[src/hdl/iit_pkg.sv]
`default_nettype none
package iit_pkg;
  localparam int unsigned PIX_W = 8;
  localparam int unsigned BINS = 256;
  localparam int unsigned BIN_W = 21;
  localparam logic [BIN_W-1:0] BIN_LIMIT = {BIN_W{1'b1}};
  localparam int unsigned SUM_W = BIN_W + 8 + 8;
  localparam int unsigned CNT_W = BIN_W + 8;
  localparam int unsigned MAX_PIXELS = 1048576;
  localparam logic [7:0] ITER_RESET = 8'd100;

  typedef struct packed {
    logic clr_start;
    logic acc_start;
    logic div_start;
    logic load_mid;
    logic take_next;
    logic frame_clear;
  } ctl_cmd_t;

  typedef struct packed {
    logic sweep_done;
    logic div_done;
    logic flat;
    logic converged;
  } ctl_sts_t;
endpackage
`default_nettype wire

[src/hdl/iit_ctrl.sv]
`default_nettype none
module iit_ctrl (
  input  wire logic              clk,
  input  wire logic              rst_n,
  input  wire logic              start,
  input  wire logic              in_last_pixel,
  input  wire logic [7:0]        max_iter,
  input  wire iit_pkg::ctl_sts_t sts,
  output iit_pkg::ctl_cmd_t      cmd,
  output logic                   busy,
  output logic                   done
);
  import iit_pkg::*;

  typedef enum logic [7:0] {
    S_RUN   = 8'b0000_0001,
    S_WAIT  = 8'b0000_0010,
    S_SUM   = 8'b0000_0100,
    S_DIV   = 8'b0000_1000,
    S_STEP  = 8'b0001_0000,
    S_OUT   = 8'b0010_0000,
    S_CLR   = 8'b0100_0000,
    S_INIT  = 8'b1000_0000
  } state_t;

  state_t     st_r, st_nxt;
  logic [7:0] rnd_r, rnd_nxt;
  logic [7:0] lim;
  logic       w_r, w_nxt;

  assign lim = (max_iter == 8'd0) ? 8'd1 : max_iter;

  always_comb begin
    st_nxt = st_r;
    rnd_nxt = rnd_r;
    w_nxt = 1'b0;
    cmd = '0;
    done = 1'b0;
    unique case (st_r)
      S_INIT: begin
        cmd.clr_start = 1'b1; st_nxt = S_CLR;
      end
      S_RUN: if (start && in_last_pixel) st_nxt = S_WAIT;
      S_WAIT: begin
        w_nxt = 1'b1;
        if (w_r) begin
          cmd.load_mid = 1'b1; rnd_nxt = '0;
          st_nxt = sts.flat ? S_OUT : S_SUM;
          w_nxt = 1'b0;
          if (!sts.flat) w_nxt = 1'b1;
        end
      end
      S_SUM: begin
        if (w_r) cmd.acc_start = 1'b1;
        if (sts.sweep_done) begin
          cmd.div_start = 1'b1; st_nxt = S_DIV;
        end
      end
      S_DIV: if (sts.div_done) st_nxt = S_STEP;
      S_STEP: begin
        rnd_nxt = rnd_r + 1'b1;
        if (sts.converged || rnd_nxt >= lim) st_nxt = S_OUT;
        else begin
          cmd.take_next = 1'b1; st_nxt = S_SUM; w_nxt = 1'b1;
        end
      end
      S_OUT: begin
        done = 1'b1; cmd.frame_clear = 1'b1; cmd.clr_start = 1'b1;
        st_nxt = S_CLR;
      end
      S_CLR: if (sts.sweep_done) st_nxt = S_RUN;
      default: st_nxt = S_INIT;
    endcase
  end

  always_ff @(posedge clk) begin
    if (!rst_n) begin
      st_r <= S_INIT; rnd_r <= '0; w_r <= 1'b0;
    end else begin
      st_r <= st_nxt; rnd_r <= rnd_nxt; w_r <= w_nxt;
    end
  end

  assign busy = (st_r != S_RUN);

  assert property (@(posedge clk) disable iff (!rst_n) done |=> busy)
    else $error("idle right after result");
  assert property (@(posedge clk) disable iff (!rst_n) cmd.div_start |-> st_r == S_SUM)
    else $error("divide outside sum");
  assert property (@(posedge clk) disable iff (!rst_n) st_r == S_STEP |-> rnd_r < lim)
    else $error("round limit passed");
endmodule
`default_nettype wire

[config.mk]
export PLATFORM = sky130hd
export DESIGN_NAME = iit_ctrl
export DESIGN_NICKNAME = d
export VERILOG_FILES = /design/src/hdl/iit_pkg.sv /design/src/hdl/iit_ctrl.sv
export SDC_FILE = /design/constraint.sdc
export NUM_CORES = 1
export LEC_CHECK = 0
export BUFFER_PORTS_ARGS = -buffer_cell sky130_fd_sc_hd__buf_2
export CORE_ASPECT_RATIO = 1.4
export CORE_UTILIZATION = 58
export CTS_CLUSTER_SIZE = 24
export DETAILED_ROUTE_END_ITERATION = 10
export PLACE_DENSITY = 0.83
export SLEW_MARGIN = 20
export SYNTH_ARGS = -nofsm -noshare
export SYNTH_HDL_FRONTEND = slang
export SYNTH_SLANG_ARGS = --single-unit
[constraint.sdc]
create_clock -name clk -period 4 [get_ports clk]
set_clock_uncertainty 0.1 [all_clocks]
set_input_delay 0.4 -clock clk [delete_from_list [all_inputs] [get_ports clk]]
set_output_delay 0.4 -clock clk [all_outputs]
set_load 0.005 [all_outputs]
# Yosys cells after proc, flatten, opt, wreduce, memory -nomap -nowiden
# Cells that the tools add are included.
# word_totals
output_inout_bits	8
word_cells	48
inputBits	16
regBits	17
# op_classes
order_cmp	1
eq_ne	14
n_mux	22
addsub	1
reduce_logical	7
# op_table
op	n
$mux W8	7
$pmux W8 S7	1
$pmux W8 S2	1
$mux W6	2
$ne A2 B2 Y1 const B	5
$mux W1	9
$add A8 B1 Y8 const B	1
$eq A8 B1 Y1 const B	1
$eq A8 B2 Y1 const B	1
$eq A8 B3 Y1 const B	1
$eq A8 B4 Y1 const B	1
$eq A8 B5 Y1 const B	1
$eq A8 B6 Y1 const B	1
$eq A8 B7 Y1 const B	1
$eq A8 B8 Y1 const B	1
$ge A8 B8 Y1	1
$logic_not A8 Y1	1
$ne A8 B1 Y1 const B	1
$reduce_and A5 Y1	1
$mux W2	1
$pmux W1 S2	1
$reduce_and A2 Y1	1
$reduce_bool A2 Y1	1
$reduce_or A2 Y1	1
other kinds (2)	2

# Depth between registers and ports, before layout
# Gate-level depths: netlist of the first run.
# depth
ltp_word	6
mapped_depth	10
mapped_depth_nobuf	10

# Least setup slack after synthesis of the first run
# Ideal clock, no wire load.
# synth_path
kind	reg2out
start	register rnd_r[0]
end	output cmd[1] in the netlist's numbering
n_path_buf	0
stages_incl_launch_ff	9
slack_ns	1.577
arrival_time_ns	1.923
t_required_ns	3.500
path_cell_list	dfxtp_1 > ha_1 > nand3_1 > nor2_1 > xor2_1 > ha_1 > a21o_1 > a211oi_1 > o311a_1
# synth_rtl
item	line	source
start: declaration	iit_ctrl.sv:27	logic [7:0] rnd_r, rnd_nxt;
start signal: assignment	iit_ctrl.sv:80	st_r <= st_nxt; rnd_r <= rnd_nxt; w_r <= w_nxt;
end: declaration	iit_ctrl.sv:9	output iit_pkg::ctl_cmd_t cmd,

==> reports/results.ini, run 1 <==
[synth]
synth_edf_count = 0
synth_top_cell_by_area = dfxtp_1
netlist_area_sq_mm = 0.00125
ys_async_sr_fraction = 0
synth.distinct_cells = 45
synth_top_area_frac = 0.273
synth-seq-area-share = 0.273
syn_avg_cell_area_sq_um = 8.20
synth_common_cells = 20 x nor2_1, 17 x dfxtp_1, 9 x ha_1, 8 x a22oi_1, 8 x inv_1
synth_cells = 152
synth.most_common_cell = nor2_1
yosysWarnings = 0
ys_ff_latch = 17
synth_fp_nets = 177
synthTopCellsByArea = dfxtp_1 27%, ha_1 9.0%, nor2_1 6.0%, a22oi_1 4.8%, xor2_1 4.2%
synth-main-ff-cell = dfxtp_1

[clock_tree]
cts_max_level = 1
postCtsSetupRepairBufs = 0
cts_root_buf = clkbuf_4
cts.repair.resized = 0
clkLatencyLatePin_ps = 290
clkTransAtPathRegs_ps = 100
cts_made_buffers = 3
clockBufferDepth = 2
holdBufCountCts = 0
cts_tree = done
clock-sinks = 17

[timing]
max_freq_mhz = 328
setup-violations-final = 0
rsz0062_at_grt = false
fin_crit_ps = 3050
post-route-period-util = 0.763
tightest_slew_ps = 795
hold_viol_final = 0
fin_setup_tns_ps = 0
slew_viol_final = 0
maxSlewHeadroom = 0.467
whs_ps = 295

[global_route]
grt_pass1_wl_mm = 4.62
grt_pass1_vias = 1176
grt_usage = 0.278
grt_antenna_before_repair = 0
gr-total-overflow = 0
grt_max_degree = 13

[placement]
place.gp.congestion = 0.823
io_buffers = 23
hpwlAfterDp_mm = 2.31
dp.cells = 188

[finish]
syn2layout_area_growth_pct = 10.0
drive_gt1_frac = 0.205
layoutNonFillerInstCount = 192
layout.nets = 197
diodes = 0
nFillCells = 178

[pwr]
seqPwrFrac = 0.455
power_density_mw_per_mm2 = 344
swShare = 0.363
clock_power_share = 0.192
leakage_uw = 0.000629
vdd_ir_drop_max_mv = 0.203
p_switching_uw = 171
p_comb_frac = 0.353
p_int_uw = 301

[routing]
ant_nets = 0
num_vias = 1212
finalWirelength_mm = 2.86
drt_iter0_drc = 47
wl_per_cell_um = 14.9
viasPerCell = 6.31
drc = 0
drtPass1Iterations = 4

[worst_setup_path]
crit_buf_inv = 1
timing.rr.end = st_r[2]$_SDFFE_PN0P_
cp_cell_sequence = ha_1 > nand3_1 > nor2_1 > xor2_1 > ha_1 > a21o_1 > a211oi_1 > o311a_1 > buf_2
r2r_start = rnd_r[0]$_SDFFE_PN0P_
worst_ep_arrival_time_ps = 2550
worstPathRequired_ps = 3500
path_delay_family = compound AO/OA/AOI/OAI gates
cp-start-kind = flop
crit_type = flop to primary output
critPathMostFrequentCell = ha_1
worst-r2r-cell-count = 10
crit_slowest_cell = dfxtp_1
r2r_slack_ps = 1390
slowest_delay_ps = 400
end_kind = primary output
cp_max_fo = 4

[min_path]
hp-start = rst_n
hold_class = primary input to flop
hold_depth = 2
holdPathEnd = st_r[6]$_SDFFE_PN0P_

[floorplanning]
core-area_sq_mm = 0.00200
die_w_um = 41.2
die-area_sq_mm = 0.00234
io_pins = 24
start_util = 0.624
rows = 19
die_h_um = 56.8

[status]
outcome = completed

[job]
maxCapViolations = 0

[power groups by stage]
stage | logic (uW) | clock network (uW) | registers, uW
2_1_floorplan | 158 | 0 | 191
3_3_place_gp | 157 | 0 | 218
3_5_place_dp | 165 | 0 | 218
4_1_cts | 167 | 91.8 | 214
5_1_grt | 188 | 97.6 | 217
6_report | 166 | 90.5 | 215
[state kept, by name (all words and copies together), names as in the netlist]
register	count
w_r	1
st_r	8
rnd_r	8
[cell families (layout without fill, tap and decap cells)]
group	Yosys count	in the layout	share of synthesized area
AO/OA/AOI/OAI	32	32	0.190
XOR/XNOR	9	9	0.0633
adder cells (fa/ha/maj)	9	9	0.0904
buffers and inverters	16	35	0.0592
flip-flops	17	17	0.273
multiplexers	2	2	0.0261
AND/OR/NAND/NOR	67	67	0.298
[placed cells by master (no fill, tap or decap), drive strengths merged, types with 3 or more instances in the layout]
master,count
xnor2,3
o21ai,3
nand2,7
a21oi,4
nor4b,3
ha,9
nor2b,4
nand3,3
and2,3
xor2,6
nor2,20
nand2b,5
buf,23
a22oi,8
nor3,4
dfxtp,17
or3,4
clkbuf,3
nor4,4
inv,8
[worst max path at each step]
stage                               start  endpoint  depth (start not counted)
floorplan           rnd_r[0]$_SDFFE_PN0P_    cmd[1]                          8
global placement    rnd_r[0]$_SDFFE_PN0P_    cmd[1]                          9
detailed placement  rnd_r[0]$_SDFFE_PN0P_    cmd[1]                          9
CTS                 rnd_r[0]$_SDFFE_PN0P_    cmd[1]                          9
global route        rnd_r[0]$_SDFFE_PN0P_    cmd[1]                          9
finish              rnd_r[0]$_SDFFE_PN0P_    cmd[1]                          9
[metrics by stage]
step	worst slack (ps)	util	cell area, sq um	power (uW)
after floorplan	1580	-	1250	350
after global placement	1390	0.673	1340	375
after detailed placement	1310	0.673	1340	383
after CTS	975	0.687	1370	473
after global routing	794	0.687	1370	502
final	948	0.687	1370	472
[worst reg2reg max path, cell delays in order (launching register included)]
cell      delay [ps]
dfxtp_1          400
ha_1             210
nand3_1          120
nor2_1           140
xor2_1           210
ha_1             270
a21o_1           180
a211oi_1         310
o311a_1          280
o21ai_0          110
o22ai_1          200
[routing by layer]
metal  global-route usage  share of wire
met4                0.120          0.024
met2                0.513           0.54
met3               0.0277          0.033
met5                    0              0
met1                0.280           0.40
[cell type report]
| cell class | count | area (sq um) | share of cell area |
|---|---|---|---|
| multi-input combinational | 119 | 832 | 0.607 |
| sequential | 17 | 340 | 0.248 |
| timing repair buffer | 23 | 115 | 0.0839 |
| inverter | 8 | 30.0 | 0.0219 |
| tap | 21 | 26.3 | 0.0192 |
| clock buffer | 3 | 22.5 | 0.0164 |
| clock inverter | 1 | 5.00 | 0.00365 |
Power figures use the tool's default switching activity.
==> run 2, diff against run 1 <==
Settings changed: ABC_AREA set to 1, CORE_UTILIZATION 58 to 49, PLACE_DENSITY 0.83 to 0.75.
Clock period 4 ns to 2.6 ns, I/O delays scaled along.
==> run 2 against run 1 <==
Net effect: core utilization fell by 7.6 points; setup slack got worse by 910 ps; sequential share of layout area fell by 1.6 points; routed wire length fell by 7.6%; final cell count rose by 36%; combinational power fell by 33%; first-iteration DRC count fell by 21%; synthesized area rose by 2.6%; sequential power rose by 27%; non-clock buffer count rose by 4; synthesized cell count rose by 31%; critical endpoint unchanged; largest power group unchanged.
==> reports/results.ini, run 2 <==
[status]
outcome = completed

[timing]
tightest_slew_ps = 491
rsz0062_at_grt = true
maxSlewHeadroom = 0.673
hold_viol_final = 0
slew_viol_final = 0
post-route-period-util = 0.987
fin_crit_ps = 2570
max_freq_mhz = 390
setup-violations-final = 0

[worst_setup_path]
path_delay_family = simple AND/OR/NAND/NOR gates
crit_slowest_cell = dfxtp_4
crit_type = flop to primary output
worst-r2r-cell-count = 14
r2r_slack_ps = 320
timing.rr.end = st_r[2]$_SDFFE_PN0P_
cp_max_fo = 5
critPathMostFrequentCell = nor2_1
cp-start-kind = flop
cp_cell_sequence = and3_4 > nand4_1 > nor2_1 > nand2_1 > and2_1 > ha_1 > nand2_1 > nor2_1 > nor2_1 > nand3_2 > inv_1 > buf_2
r2r_start = rnd_r[0]$_SDFFE_PN0P_
critical_path.startpoint = rnd_r[0]$_SDFFE_PN0P_
slowest_delay_ps = 380
crit_buf_inv = 2
worst_ep_arrival_time_ps = 2210
worstPathRequired_ps = 2240
end_kind = primary output

[finish]
final_area_sq_mm = 0.00149
layoutNonFillerInstCount = 261
nFillCells = 237
regArea_sq_um = 347
reg_top3 = rnd_r: 8 flops, st_r: 8 flops, w_r: 1 flops
diodes = 0
final_cell_mix = 53 x nand2_1, 34 x inv_1, 26 x nor2_1
multiInputGateArea_sq_um = 796
syn2layout_area_growth_pct = 16.7
mostFrequentLayoutCell = nand2_1
layout.nets = 253
drive_gt1_frac = 0.242

[placement]
io_buffers = 23
place.gp.congestion = 0.854
dpl_cell_area_sq_mm = 0.00141
dp.cells = 253
hpwlAfterDp_mm = 2.11

[clock_tree]
clkLatencyLatePin_ps = 300
cts_max_level = 1
clock-sinks = 17
cts_tree = done
clkTransAtPathRegs_ps = 100
clockBufferDepth = 2
holdBufCountCts = 0
cts_root_buf = clkbuf_4
cts_made_buffers = 3

[routing]
num_vias = 1267
viasPerCell = 4.85
drtPass1Iterations = 4
ant_nets = 0
finalWirelength_mm = 2.64
drt_iter0_drc = 37
wl_per_cell_um = 10.1
drc = 0

[synth]
yosysWarnings = 0
synth_top_cell_by_area = dfxtp_1
synth_common_cells = 53 x nand2_1, 34 x inv_1, 26 x nor2_1, 17 x dfxtp_1, 12 x a21oi_1
ys_ff_latch = 17
synthTopCellsByArea = dfxtp_1 27%, nand2_1 16%, inv_1 10%, ha_1 8.8%, nor2_1 7.6%
synth_fp_nets = 224
synth-seq-area-share = 0.266
syn_avg_cell_area_sq_um = 6.43
synth_edf_count = 0
synth.distinct_cells = 33
netlist_area_sq_mm = 0.00128
ys_async_sr_fraction = 0
synth-main-ff-cell = dfxtp_1
synth.most_common_cell = nand2_1
synth_top_area_frac = 0.266
synth_cells = 199

[floorplanning]
die_h_um = 62.4
start_util = 0.523
io_pins = 24
die_w_um = 45.2
rows = 21
core-area_sq_mm = 0.00244
die-area_sq_mm = 0.00282

[min_path]
hold_class = primary input to flop
hold_depth = 2
hp-start = rst_n
holdPathEnd = st_r[7]$_SDFFE_PN1P_

[job]
maxCapViolations = 0

[global_route]
grt_antenna_before_repair = 0
grt.busiest_layer = met2
grt_pass1_vias = 1145
gr-total-overflow = 0
grt_pass1_wl_mm = 4.37
met2_usage = 0.350
grt_max_degree = 16
met3_usage = 0.0376
grt_usage = 0.209
gr-usage-met1 = 0.228

[pwr]
power.total_uw = 529
power_density_mw_per_mm2 = 354
vdd_ir_drop_max_mv = 0.236
leakage_uw = 0.000790

[run 2: final cells by class]
cell class | count | area share
well taps | 34 | 0.0285
clock inverters | 1 | 0.00335
multi-input cells | 143 | 0.533
clock buffers | 3 | 0.0151
inverters | 36 | 0.0905
flip-flops and latches | 17 | 0.232
repair buffers | 27 | 0.0972
[run 2: timing repair]
item,in CTS,in global routing
endpoints found under the setup margin,1,1
gates resized for setup,3,5
pin swaps,0,5
buffers inserted,0,4
[run 2: how the worst max path moves through the flow]
stage,slack [ps],end,cells after the start
floorplan,540,cmd[1],11
global route,-90,cmd[1],12
CTS,10,cmd[1],12
detailed placement,270,cmd[1],12
global placement,340,cmd[1],12
finish,30,cmd[1],12
[run 2: power by group]
group | total, uW | internal, uW | switching (uW)
registers | 273 | 267 | 6.12
logic | 112 | 41.9 | 69.6
clock network | 144 | 57.4 | 86.7
[run 2: through the flow]
step | setup WS, ps | utilization | hold WS, ps | setup TNS [ps]
after floorplan | 540 | - | 236 | 0
after global placement | 344 | 0.579 | 356 | 0
after detailed placement | 267 | 0.579 | 360 | 0
after CTS | 14.2 | 0.593 | 80.4 | 0
after global routing | -94.4 | 0.611 | 75.4 | -94.4
final | 34.6 | 0.611 | 79.9 | 0
[run 2: layer usage]
layer / share of wire / wire, um / vias to the layer above
li1: - / - / 675
met4: 0.022 / 58 / 0
met5: 0 / 0 / -
met2: 0.52 / 1380 / 32
met1: 0.43 / 1130 / 556
met3: 0.028 / 75 / 4
[run 2: cell families (layout without fill, tap and decap cells)]
| family | Yosys count | after routing | share of synthesized area |
|---|---|---|---|
| adders and majority gates | 9 | 9 | 0.0881 |
| and+or+nand+nor | 108 | 108 | 0.389 |
| DFF | 17 | 17 | 0.266 |
| AOI/OAI and AO/OA | 22 | 22 | 0.106 |
| xor gates and xnor gates | 4 | 4 | 0.0274 |
| buffers and inverters | 39 | 67 | 0.123 |
